### src/hw/rtl/mxrq_pkg.sv
// mxrq_pkg: shared constants for the MX block requantiser (E2M1 codes, E8M0 scale).
// No dependencies; used by mx_block_requantize_e2m1_unit.
package mxrq_pkg;

    localparam int BLOCK_LENGTH = 32;
    localparam int ADDR_W       = (BLOCK_LENGTH > 1) ? $clog2(BLOCK_LENGTH) : 1;
    localparam logic [ADDR_W-1:0] LAST_IDX = ADDR_W'(BLOCK_LENGTH - 1);

    localparam int MANT_W  = 32;
    localparam int EXP_W   = 10;
    localparam int ENTRY_W = MANT_W + EXP_W;
    localparam int IN_W    = 48;
    localparam int OUT_W   = 16;

    localparam logic [3:0] SIGN_BIT = 4'h8;
    localparam logic [2:0] MAG_MAX  = 3'h7;

    localparam logic signed [7:0] SCALE_MIN  = -8'sd127;
    localparam logic signed [7:0] SCALE_MAX  = 8'sd127;
    localparam logic signed [7:0] SCALE_BIAS = 8'sd127;

    // Round a value held in quarter units of 2^(scale-1) (two times the half-unit
    // quotient plus sticky) to the E2M1 magnitude index, ties to the even code.
    function automatic logic [2:0] e2m1_index(input logic [6:0] h2);
        logic [2:0] idx;
        if (h2 <= 7'd2)       idx = 3'd0;
        else if (h2 <= 7'd5)  idx = 3'd1;
        else if (h2 <= 7'd10) idx = 3'd2;
        else if (h2 <= 7'd13) idx = 3'd3;
        else if (h2 <= 7'd20) idx = 3'd4;
        else if (h2 <= 7'd27) idx = 3'd5;
        else if (h2 <= 7'd40) idx = 3'd6;
        else                  idx = 3'd7;
        return idx;
    endfunction

endpackage

### src/hw/rtl/mxrq_ram.sv
// mxrq_ram: generic single-write, single-read RAM with registered read data.
// No dependencies.
module mxrq_ram #(
    parameter int WIDTH = 8,
    parameter int DEPTH = 32
) (
    input  logic                                     clk,
    input  logic                                     we,
    input  logic [((DEPTH > 1) ? $clog2(DEPTH) : 1)-1:0] waddr,
    input  logic [WIDTH-1:0]                         wdata,
    input  logic [((DEPTH > 1) ? $clog2(DEPTH) : 1)-1:0] raddr,
    output logic [WIDTH-1:0]                         rdata
);

    logic [WIDTH-1:0] mem [DEPTH];

    always_ff @(posedge clk)
    begin
        if (we)
        begin
            mem[waddr] <= wdata;
        end
        rdata <= mem[raddr];
    end

endmodule

### src/hw/rtl/mx_block_requantize_e2m1_unit.sv
// mx_block_requantize_e2m1_unit: MXFP4 block quantiser, shared E8M0 scale, E2M1 codes.
// Depends on mxrq_pkg and mxrq_ram.
//
// channel  dir  signals                 fields (low bit up)
// s_*      in   tvalid tready tdata[48] element_mantissa[32], elem_exp[10], pad
// m_*      out  tvalid tready tdata[16] fp4_code[4], e8m0_scale[8], element_saturated,
//                      tlast            scale_clamped, pad; tlast = last_of_block
//
// Load: each item passes accept, 5 steps of the shared right shifter and a max update;
// the last item of a block adds a scale clamp step.
// Emit: each result passes RAM read, unpack, up to 5 shifter steps and round, then
// waits while m_tready is low before the next result is read.
// s_tready is low for the whole emit phase of a block.
// rst_n clears the sequencer, load count and running maximum.
module mx_block_requantize_e2m1_unit (
    input  logic                        clk,
    input  logic                        rst_n,
    input  logic                        s_tvalid,
    output logic                        s_tready,
    input  logic [mxrq_pkg::IN_W-1:0]   s_tdata,   // element_mantissa, elem_exp
    output logic                        m_tvalid,
    input  logic                        m_tready,
    output logic [mxrq_pkg::OUT_W-1:0]  m_tdata,   // fp4_code, e8m0_scale, saturated, clamped
    output logic                        m_tlast
);

    typedef enum logic [2:0] {
        S_IDLE, S_LNORM, S_LMAX, S_SCALE, S_ERD, S_ELOAD, S_ENORM, S_EFIN
    } state_t;

    localparam int AW = mxrq_pkg::ADDR_W;

    state_t                       state_reg,   state_next;
    logic                         eout_reg,    eout_next;
    logic [AW-1:0]                cnt_reg,     cnt_next;
    logic [AW-1:0]                idx_reg,     idx_next;
    logic [2:0]                   step_reg,    step_next;
    logic [31:0]                  w_reg,       w_next;
    logic                         sticky_reg,  sticky_next;
    logic [4:0]                   pos_reg,     pos_next;
    logic [4:0]                   rsh_reg,     rsh_next;
    logic signed [9:0]            exp_reg,     exp_next;
    logic                         neg_reg,     neg_next;
    logic                         nz_reg,      nz_next;
    logic signed [11:0]           max_reg,     max_next;
    logic                         empty_reg,   empty_next;
    logic signed [7:0]            scale_reg,   scale_next;
    logic                         clamped_reg, clamped_next;
    logic                         mvalid_reg,  mvalid_next;
    logic [3:0]                   code_reg,    code_next;
    logic                         sat_reg,     sat_next;
    logic                         last_reg,    last_next;

    logic                         ram_we;
    logic [mxrq_pkg::ENTRY_W-1:0] ram_wdata;
    logic [mxrq_pkg::ENTRY_W-1:0] ram_rdata;

    logic signed [31:0]           in_m;
    logic [31:0]                  in_mag;
    logic signed [31:0]           rd_m;
    logic signed [9:0]            rd_e;
    logic [31:0]                  rd_mag;
    logic [4:0]                   sh_amt;
    logic [31:0]                  sh_out;
    logic                         sh_lost;
    logic [5:0]                   blen;
    logic                         over;
    logic signed [11:0]           req;
    logic signed [11:0]           k;
    logic [11:0]                  rneg;
    logic [6:0]                   h2;
    logic                         q_sat;
    logic [2:0]                   q_idx;

    mxrq_ram #(
        .WIDTH (mxrq_pkg::ENTRY_W),
        .DEPTH (mxrq_pkg::BLOCK_LENGTH)
    ) u_store (
        .clk   (clk),
        .we    (ram_we),
        .waddr (cnt_reg),
        .wdata (ram_wdata),
        .raddr (idx_reg),
        .rdata (ram_rdata)
    );

    assign s_tready  = (state_reg == S_IDLE);
    assign m_tvalid  = mvalid_reg;
    assign m_tlast   = last_reg;
    assign m_tdata   = {2'b00, clamped_reg, sat_reg,
                        8'(scale_reg + mxrq_pkg::SCALE_BIAS), code_reg};

    assign in_m      = s_tdata[31:0];
    assign in_mag    = in_m[31] ? 32'(-in_m) : 32'(in_m);
    assign ram_we    = s_tvalid && s_tready;
    assign ram_wdata = s_tdata[mxrq_pkg::ENTRY_W-1:0];

    assign rd_m      = ram_rdata[31:0];
    assign rd_e      = ram_rdata[41:32];
    assign rd_mag    = rd_m[31] ? 32'(-rd_m) : 32'(rd_m);

    // shared shift unit: right shift by 16, 8, 4, 2, 1 with sticky
    assign sh_amt    = 5'(5'd16 >> step_reg);
    assign sh_out    = w_reg >> sh_amt;
    assign sh_lost   = |(w_reg & ((32'd1 << sh_amt) - 32'd1));

    assign blen      = (w_reg[31:1] != 31'd0) ? ({1'b0, pos_reg} + 6'd2) : 6'd1;
    assign over      = w_reg[1] & w_reg[0] & sticky_reg;
    assign req       = {{2{exp_reg[9]}}, exp_reg} + {6'd0, blen} - 12'sd3
                       + {11'd0, over};

    assign k         = {{2{rd_e[9]}}, rd_e} - {{4{scale_reg[7]}}, scale_reg} + 12'sd2;
    assign rneg      = 12'(-k);

    assign h2        = {w_reg[5:0], sticky_reg};
    assign q_sat     = (w_reg[31:6] != 26'd0) || (h2 > 7'd48);
    assign q_idx     = mxrq_pkg::e2m1_index(h2);

    always_comb
    begin
        state_next   = state_reg;
        eout_next    = eout_reg;
        cnt_next     = cnt_reg;
        idx_next     = idx_reg;
        step_next    = step_reg;
        w_next       = w_reg;
        sticky_next  = sticky_reg;
        pos_next     = pos_reg;
        rsh_next     = rsh_reg;
        exp_next     = exp_reg;
        neg_next     = neg_reg;
        nz_next      = nz_reg;
        max_next     = max_reg;
        empty_next   = empty_reg;
        scale_next   = scale_reg;
        clamped_next = clamped_reg;
        mvalid_next  = mvalid_reg;
        code_next    = code_reg;
        sat_next     = sat_reg;
        last_next    = last_reg;

        unique case (state_reg)
            S_IDLE:
            begin
                if (s_tvalid)
                begin
                    w_next      = in_mag;
                    sticky_next = 1'b0;
                    pos_next    = 5'd0;
                    step_next   = 3'd0;
                    exp_next    = s_tdata[41:32];
                    nz_next     = (in_mag != 32'd0);
                    state_next  = S_LNORM;
                end
            end
            S_LNORM:
            begin
                // find top two bits: keep shifting while at least two bits remain
                if (sh_out[31:1] != 31'd0)
                begin
                    w_next      = sh_out;
                    sticky_next = sticky_reg | sh_lost;
                    pos_next    = pos_reg + sh_amt;
                end
                step_next = step_reg + 3'd1;
                if (step_reg == 3'd4)
                begin
                    state_next = S_LMAX;
                end
            end
            S_LMAX:
            begin
                if (nz_reg && (empty_reg || (req > max_reg)))
                begin
                    max_next   = req;
                    empty_next = 1'b0;
                end
                if (cnt_reg == mxrq_pkg::LAST_IDX)
                begin
                    state_next = S_SCALE;
                end
                else
                begin
                    cnt_next   = cnt_reg + AW'(1);
                    state_next = S_IDLE;
                end
            end
            S_SCALE:
            begin
                clamped_next = 1'b0;
                if (empty_reg)
                begin
                    scale_next = 8'sd0;
                end
                else if (max_reg < 12'(mxrq_pkg::SCALE_MIN))
                begin
                    scale_next   = mxrq_pkg::SCALE_MIN;
                    clamped_next = 1'b1;
                end
                else if (max_reg > 12'(mxrq_pkg::SCALE_MAX))
                begin
                    scale_next   = mxrq_pkg::SCALE_MAX;
                    clamped_next = 1'b1;
                end
                else
                begin
                    scale_next = 8'(max_reg);
                end
                idx_next   = '0;
                state_next = S_ERD;
            end
            S_ERD:
            begin
                state_next = S_ELOAD;
            end
            S_ELOAD:
            begin
                neg_next    = rd_m[31];
                sticky_next = 1'b0;
                step_next   = 3'd0;
                state_next  = S_EFIN;
                if (!k[11])
                begin
                    if (rd_mag == 32'd0)
                    begin
                        w_next = 32'd0;
                    end
                    else if ((rd_mag[31:5] != 27'd0) || (k >= 12'sd5))
                    begin
                        w_next = '1;
                    end
                    else
                    begin
                        w_next = 32'(rd_mag[4:0]) << k[2:0];
                    end
                end
                else if (rneg >= 12'd32)
                begin
                    w_next      = 32'd0;
                    sticky_next = (rd_mag != 32'd0);
                end
                else
                begin
                    w_next     = rd_mag;
                    rsh_next   = rneg[4:0];
                    state_next = S_ENORM;
                end
            end
            S_ENORM:
            begin
                if (rsh_reg[3'd4 - step_reg])
                begin
                    w_next      = sh_out;
                    sticky_next = sticky_reg | sh_lost;
                end
                step_next = step_reg + 3'd1;
                if (step_reg == 3'd4)
                begin
                    state_next = S_EFIN;
                end
            end
            S_EFIN:
            begin
                if (!eout_reg)
                begin
                    sat_next    = q_sat;
                    if (q_sat)
                    begin
                        code_next = {neg_reg, mxrq_pkg::MAG_MAX};
                    end
                    else if (q_idx == 3'd0)
                    begin
                        code_next = 4'h0;
                    end
                    else
                    begin
                        code_next = {neg_reg, q_idx};
                    end
                    last_next   = (idx_reg == mxrq_pkg::LAST_IDX);
                    mvalid_next = 1'b1;
                    eout_next   = 1'b1;
                end
                else if (m_tready)
                begin
                    mvalid_next = 1'b0;
                    eout_next   = 1'b0;
                    if (last_reg)
                    begin
                        cnt_next   = '0;
                        empty_next = 1'b1;
                        state_next = S_IDLE;
                    end
                    else
                    begin
                        idx_next   = idx_reg + AW'(1);
                        state_next = S_ERD;
                    end
                end
            end
            default:
            begin
                state_next = S_IDLE;
            end
        endcase
    end

    always_ff @(posedge clk or negedge rst_n)
    begin
        if (!rst_n)
        begin
            state_reg   <= S_IDLE;
            eout_reg    <= 1'b0;
            cnt_reg     <= '0;
            idx_reg     <= '0;
            step_reg    <= 3'd0;
            w_reg       <= 32'd0;
            sticky_reg  <= 1'b0;
            pos_reg     <= 5'd0;
            rsh_reg     <= 5'd0;
            exp_reg     <= 10'sd0;
            neg_reg     <= 1'b0;
            nz_reg      <= 1'b0;
            max_reg     <= 12'sd0;
            empty_reg   <= 1'b1;
            scale_reg   <= 8'sd0;
            clamped_reg <= 1'b0;
            mvalid_reg  <= 1'b0;
            code_reg    <= 4'h0;
            sat_reg     <= 1'b0;
            last_reg    <= 1'b0;
        end
        else
        begin
            state_reg   <= state_next;
            eout_reg    <= eout_next;
            cnt_reg     <= cnt_next;
            idx_reg     <= idx_next;
            step_reg    <= step_next;
            w_reg       <= w_next;
            sticky_reg  <= sticky_next;
            pos_reg     <= pos_next;
            rsh_reg     <= rsh_next;
            exp_reg     <= exp_next;
            neg_reg     <= neg_next;
            nz_reg      <= nz_next;
            max_reg     <= max_next;
            empty_reg   <= empty_next;
            scale_reg   <= scale_next;
            clamped_reg <= clamped_next;
            mvalid_reg  <= mvalid_next;
            code_reg    <= code_next;
            sat_reg     <= sat_next;
            last_reg    <= last_next;
        end
    end

    a_no_overlap: assert property (@(posedge clk) disable iff (!rst_n)
        !(s_tready && m_tvalid))
        else $error("input taken while a result is pending");

    a_sat_max: assert property (@(posedge clk) disable iff (!rst_n)
        (m_tvalid && m_tdata[12]) |-> (m_tdata[2:0] == mxrq_pkg::MAG_MAX))
        else $error("saturated item without top magnitude");

    a_no_neg_zero: assert property (@(posedge clk) disable iff (!rst_n)
        m_tvalid |-> (m_tdata[3:0] != mxrq_pkg::SIGN_BIT))
        else $error("negative zero emitted");

    a_block_end: assert property (@(posedge clk) disable iff (!rst_n)
        (m_tvalid && m_tready && m_tlast) |=> (s_tready && cnt_reg == '0 && empty_reg))
        else $error("block state not cleared after last item");

    a_scale_hold: assert property (@(posedge clk) disable iff (!rst_n)
        (m_tvalid && m_tready && !m_tlast) |=> $stable(scale_reg) && $stable(clamped_reg))
        else $error("shared scale changed inside a block");

endmodule
### config.mk
export PLATFORM = sky130hd
export DESIGN_NAME = mx_block_requantize_e2m1_unit
export DESIGN_NICKNAME = d
export VERILOG_FILES = /design/src/hw/rtl/mxrq_pkg.sv /design/src/hw/rtl/mxrq_ram.sv /design/src/hw/rtl/mx_block_requantize_e2m1_unit.sv
export SDC_FILE = /design/constraint.sdc
export NUM_CORES = 2
export LEC_CHECK = 0
export ABC_AREA = 1
export BUFFER_PORTS_ARGS = -buffer_cell sky130_fd_sc_hd__buf_2
export CORE_MARGIN = 5
export CORE_UTILIZATION = 57
export DETAILED_ROUTE_END_ITERATION = 10
export PLACE_DENSITY = 0.76
export SKIP_CTS_REPAIR_TIMING = 1
export SLEW_MARGIN = 10
export SYNTH_ARGS = -nofsm -noshare
export SYNTH_HDL_FRONTEND = slang
export SYNTH_SLANG_ARGS = --single-unit
export TNS_END_PERCENT = 30
### constraint.sdc
create_clock -name clk -period 4.2 [get_ports clk]
set_input_delay 0.21 -clock clk [delete_from_list [all_inputs] [get_ports clk]]
set_output_delay 0.21 -clock clk [all_outputs]
set_load 0.02 [all_outputs]
; Word level (Yosys, flattened, before mapping)
; Memory sizes are Yosys's and may differ from the RTL's. A register that Yosys moved wholly into a read port is not among the register bits.
; Index checks and enable logic that the tools add are counted.
[word_totals]
register_bits = 101
mem_bits_rw = 1344
output_inout_bits = 19
elab_cells = 185
n_memories = 1
[mem_list]
columns = name, depth, word_bits, read_ports, rd_ports_with_merged_regs, wr, line_no
row1 = u_store.mem, 32, 42, 1, 1, 1, mxrq_ram.sv:15  ; logic [WIDTH-1:0] mem [DEPTH];
[classes]
n_addsub = 16
n_lt_le_gt_ge = 14
eq_ne = 22
n_shift = 4
n_mux = 69
bitwise = 6
n_reduce_logical = 33
[op_table]
columns = op, count
row1 = $mux 32, 9
row2 = $pmux 32 s4, 1
row3 = $neg 32->32, 2
row4 = $reduce_bool 32->1, 2
row5 = $reduce_bool 31->1, 2
row6 = $mux 5, 9
row7 = $mux 3, 11
row8 = $and 32x32->32, 1
row9 = $logic_not 32->1, 1
row10 = $reduce_or 32->1, 1
row11 = $shl 1x5->32 const A, 1
row12 = $shl 5x3->32, 1
row13 = $shr 32x5->32, 1
row14 = $sub 32x1->32 const B, 1
row15 = $pmux 5 s2, 3
row16 = $reduce_bool 27->1, 1
row17 = $reduce_bool 26->1, 1
row18 = $mux 8, 3
row19 = $ne 2x2->1 const B, 12
row20 = $pmux 3 s8, 1
row21 = $mux 1, 22
row22 = $eq 3x3->1 const B, 5
row23 = $reduce_and 5->1, 3
row24 = $le 7x4->1 const B, 2
row25 = 47 further kinds, 68

; Longest topological paths before layout
[logic_depth]
word_depth = 11
mapped_depth = 33
ltp_nobuf = 31

; By module
; Synthesis repeated with hierarchy kept, for this count alone.
[unflattened]
cells_unflattened = 6823
area_unflattened_um2 = 67711.2
[by_module_without_submodules]
columns = module, instances, cells_per_inst, area_per_inst_um2, seq_area_each_um2
row1 = mxrq_ram, 1, 4625, 55024.0, 41199.5
row2 = mx_block_requantize_e2m1_unit, 1, 2198, 12687.2, 2528.7

; Worst setup path after synthesis
; OpenSTA, ideal clock, no wires.
[synth_path]
path_kind = register to register
startpoint = reg w_reg[2]
endpoint = reg max_reg[0]
setup_ps = 133
t_arrival_ps = 4155
t_required_ps = 4067
slack_ps = -87
stages_incl_launch_ff = 30
period_less_slack_ps = 4287
cell_sequence = dfrtp_1 clkbuf_1 nor2_1 inv_1 nor3_1 nand4_1 nor2_1 inv_1 nand2_1 ha_1 inv_1 ha_1 a21oi_1 and2_1 o221ai_1 a21o_1 a21oi_1 xor2_1 inv_1 ha_1 nand4_1 o21bai_1 o2111ai_1 nand2_1 o21ai_0 o41ai_1 nand2_1 nand3_1 clkbuf_1 o21ai_0
[synth_between]
elab_chain_len = 9
[synth_lines]
columns = item, line_no
row1 = start: declaration, mx_block_requantize_e2m1_unit.sv:38  ; logic [31:0] w_reg, w_next;
row2 = start signal: assignment, mx_block_requantize_e2m1_unit.sv:339  ; w_reg <= w_next;
row3 = $reduce_bool 31->1, mx_block_requantize_e2m1_unit.sv:107  ; assign blen = (w_reg[31:1] != 31'd0) ? ({1'b0, pos_reg} + 6'd2) : 6'd1;
row4 = $mux 6, mx_block_requantize_e2m1_unit.sv:107
row5 = $add 10x7->11, mx_block_requantize_e2m1_unit.sv:109  ; assign req = {{2{exp_reg[9]}}, exp_reg} + {6'd0, blen} - 12'sd3
row6 = $sub 11x3->12, mx_block_requantize_e2m1_unit.sv:109
row7 = $add 12x1->12, mx_block_requantize_e2m1_unit.sv:110  ; + {11'd0, over};
row8 = net req[9], mx_block_requantize_e2m1_unit.sv:68  ; logic signed [11:0] req;
row9 = $gt 12x12->1, mx_block_requantize_e2m1_unit.sv:173  ; if (nz_reg && (empty_reg || (req > max_reg)))
row10 = $logic_or 1x1->1, mx_block_requantize_e2m1_unit.sv:173
row11 = $logic_and 1x1->1, mx_block_requantize_e2m1_unit.sv:173
row12 = $reduce_and 2->1 (no line), n/a
row13 = end signal: assignment, mx_block_requantize_e2m1_unit.sv:346  ; max_reg <= max_next;
row14 = end: declaration, mx_block_requantize_e2m1_unit.sv:45  ; logic signed [11:0] max_reg, max_next;
; The timed path passes the listed nets, and every way through them passes these cells.
; A chain may end at the register's enable or synchronous reset.

; Worst setup path in the final report
[layout_path]
startpoint = reg w_reg[20]
endpoint = reg max_reg[2]
; The elaborated chain is that of the path after synthesis.

==> flow_metrics.py <==
metrics = {
    "status": {
        "status": "finished, violations left",
        "violations": "hold timing, setup timing",
    },
    "setup_path": {
        "critical_path_class": "reg2reg",
        "crit_fanout": 6,
        "r2r_setup_slack_ps": -230,
        "cpLargestDelayFamily": "simple AND/OR/NAND/NOR gates",
        "required_ps": 4850,
        "worst_path_max_delay_cell": "dfrtp_1",
        "slowest_delay_ps": 390,
        "worst-path-buf-inv": 5,
        "start_kind": "flip-flop",
        "worstPathArrival_ps": 5080,
        "worst_setup_path_end_kind": "flip-flop",
    },
    "synth": {
        "syn-cell-area_mm2": 0.0653,
        "synth_top_area_share_pct": 61.8,
        "synth_seq_area_share_pct": 66.9,
        "ys_types": 59,
        "avgSynthCellArea_um2": 10.9,
        "synth_flop_cell": "edfxtp_1",
        "synthTopCellsByArea": "edfxtp_1 (62%), o21ai_0 (6.4%), nor2_1 (6.2%), nand2_1 (4.4%), dfrtp_1 (3.8%)",
        "async_reset_ff_share_pct": 6.79,
        "synthCells": 5984,
        "ys_ff_latch": 1487,
        "synth_edf_count": 1344,
        "yosysWarnings": 0,
        "yosysTopAreaCell": "edfxtp_1",
    },
    "die": {
        "initial_core_util_pct": 57.3,
        "io_pins": 71,
        "dieArea_mm2": 0.122,
        "die_h_um": 349,
        "core_area_mm2": 0.114,
        "die_w_um": 349,
        "row_count": 124,
    },
    "sta": {
        "max_freq_ghz": 0.226,
        "slew_headroom_pct": 34.2,
        "timing.final.ws_setup_ps": -229,
        "holdWs_ps": -7.03,
        "worst_pin_slew_ps": 987,
        "final.setup_skew_ps": 66.5,
        "finalMaxSlewViolations": 0,
        "setup_viol": 13,
        "hold_viol": 31,
        "period_share_pct": 105,
        "fin_crit_ps": 4430,
        "rsz0062_at_grt": "yes",
    },
    "detailed_routing": {
        "drt_wl_total_um": 201000,
        "first_iter_violations": 7217,
        "drc": 0,
        "via_count": 49600,
        "wl_per_cell_um": 25.9,
        "antenna_left": 0,
        "first_pass_iters": 6,
        "via_per_inst": 6.41,
    },
    "placed_design": {
        "dp_cells": 7439,
        "numPortBuffers": 62,
        "post-dp-hpwl_um": 115000,
        "globalplace.congestion": 0.944,
    },
    "hold_path": {
        "worstHoldPathType": "in2reg",
    },
    "layout": {
        "stdcell_count": 7739,
        "nNetsFinal": 6230,
        "n_fill_cell": 8413,
        "syn_to_final_growth_pct": 13.2,
        "largest_reg_flops": 1344,
        "drive_gt1_share_pct": 10.2,
    },
    "pwr": {
        "vdd_ir_drop_max_mv": 0.479,
        "total_leakage_power_nw": 26.3,
        "power.density_mw_per_mm2": 688,
    },
    "clocking": {
        "cts_buffers": 147,
        "clkLatencyLatePin_ps": 780,
        "clk_pin_slew_ps": 60,
        "clock-sinks": 1487,
        "cts_max_level": 4,
        "cts_buffer_depth": 3,
        "cts_tree": "done",
        "cts_root_buf": "clkbuf_16",
    },
    "grt": {
        "first_global_vias": 46400,
        "grt_max_degree": 155,
        "gr-usage-all-layers_pct": 32.2,
        "grt.overflow.total": 0,
        "antenna_found_initial": 10,
        "grt_pass1_wl_um": 294000,
    },
    "run": {
        "drv_cap": 0,
    },
}
## synth_stat cells (42+ instances only)
master	number
ha_1	74
nor2_1	1082
inv_1	257
nand2_1	771
dfxtp_1	42
a21oi_1	115
a221oi_1	44
o21ai_0	830
o221ai_1	104
nand3_1	330
dfrtp_1	100
o22ai_1	222
edfxtp_1	1344
clkbuf_1	284
## through the flow
step	cell area [um^2]	util, %	setup TNS, ps	setup WS, ps	power [W]
floorplan	65400	-	0	6.73	0.0303
global placement	68800	60.3	-5390	-433	0.0370
detailed placement	68800	60.3	-4920	-399	0.0373
CTS	73400	64.4	-5140	-413	0.0500
global route	73900	64.8	-6010	-495	0.0535
finish	74000	64.9	-2720	-229	0.0509
## cells by family after synthesis
kind of cell / synth area share [%]
compound gates: 12.7
xor+xnor: 0.643
fa+ha+maj: 1.51
buf+inv: 3.79
flops: 66.9
mux: 0.0153
other cells: 0.00574
simple gates: 14.4
## cells in the final DEF, fill, tap and decap left out, types with 44 or more instances in the layout
master     netlist  routed
clkbuf_16        0     154
buf_12           0      49
o22ai_1        222     222
buf_4            9     189
edfxtp_1      1344    1344
o221ai_1       104     103
dfrtp_1        100      96
o21ai_0        830     821
ha_1            74      67
nor2_1        1082    1041
buf_2           34      61
a21oi_1        115     109
inv_1          257     247
nand2_1        771     764
nand3_1        330     329
a221oi_1        44      44
## where the power goes
group,switching [W],total (W),leakage (nW),internal (W)
sequential,0.000714,0.0175,13.7,0.0168
clock,0.00561,0.0127,2.30,0.00710
combinational,0.0140,0.0207,10.4,0.00666
## final cells by class
| class | instances | area (um^2) | share of cell area, % |
|---|---|---|---|
| diodes | 9 | 22.5 | 0.0305 |
| clock buffers | 194 | 4090 | 5.53 |
| clock inverters | 72 | 587 | 0.793 |
| inverters | 272 | 1050 | 1.41 |
| multi-input cells | 3874 | 19600 | 26.6 |
| flip-flops and latches | 1487 | 43700 | 59.1 |
| well taps | 1512 | 1890 | 2.56 |
| repair buffers | 319 | 2940 | 3.97 |
## routing by layer
metal  global-route usage [%]  wire, um  vias up
met5                        0        13        -
met4                     15.2     10500        2
met3                     6.17     23900      651
met2                     49.8     90900     3346
met1                     44.7     75600    23800
li1                         -         -    21800
## path summary, 6_finish.rpt
check / cells past startpoint / to / start
hold reg to reg: 2 / code_reg[2] / code_reg[2]
hold / removal: 1 / u_store.mem[11][35] / s_tdata[35]
setup reg to reg: 27 / max_reg[2] / w_reg[20]
setup / recovery: 27 / max_reg[2] / w_reg[20]
max in group asynchronous: 3 / w_reg[10] / rst_n
min in group asynchronous: 2 / scale_reg[7] / rst_n
(Power assumes the default switching activity.)
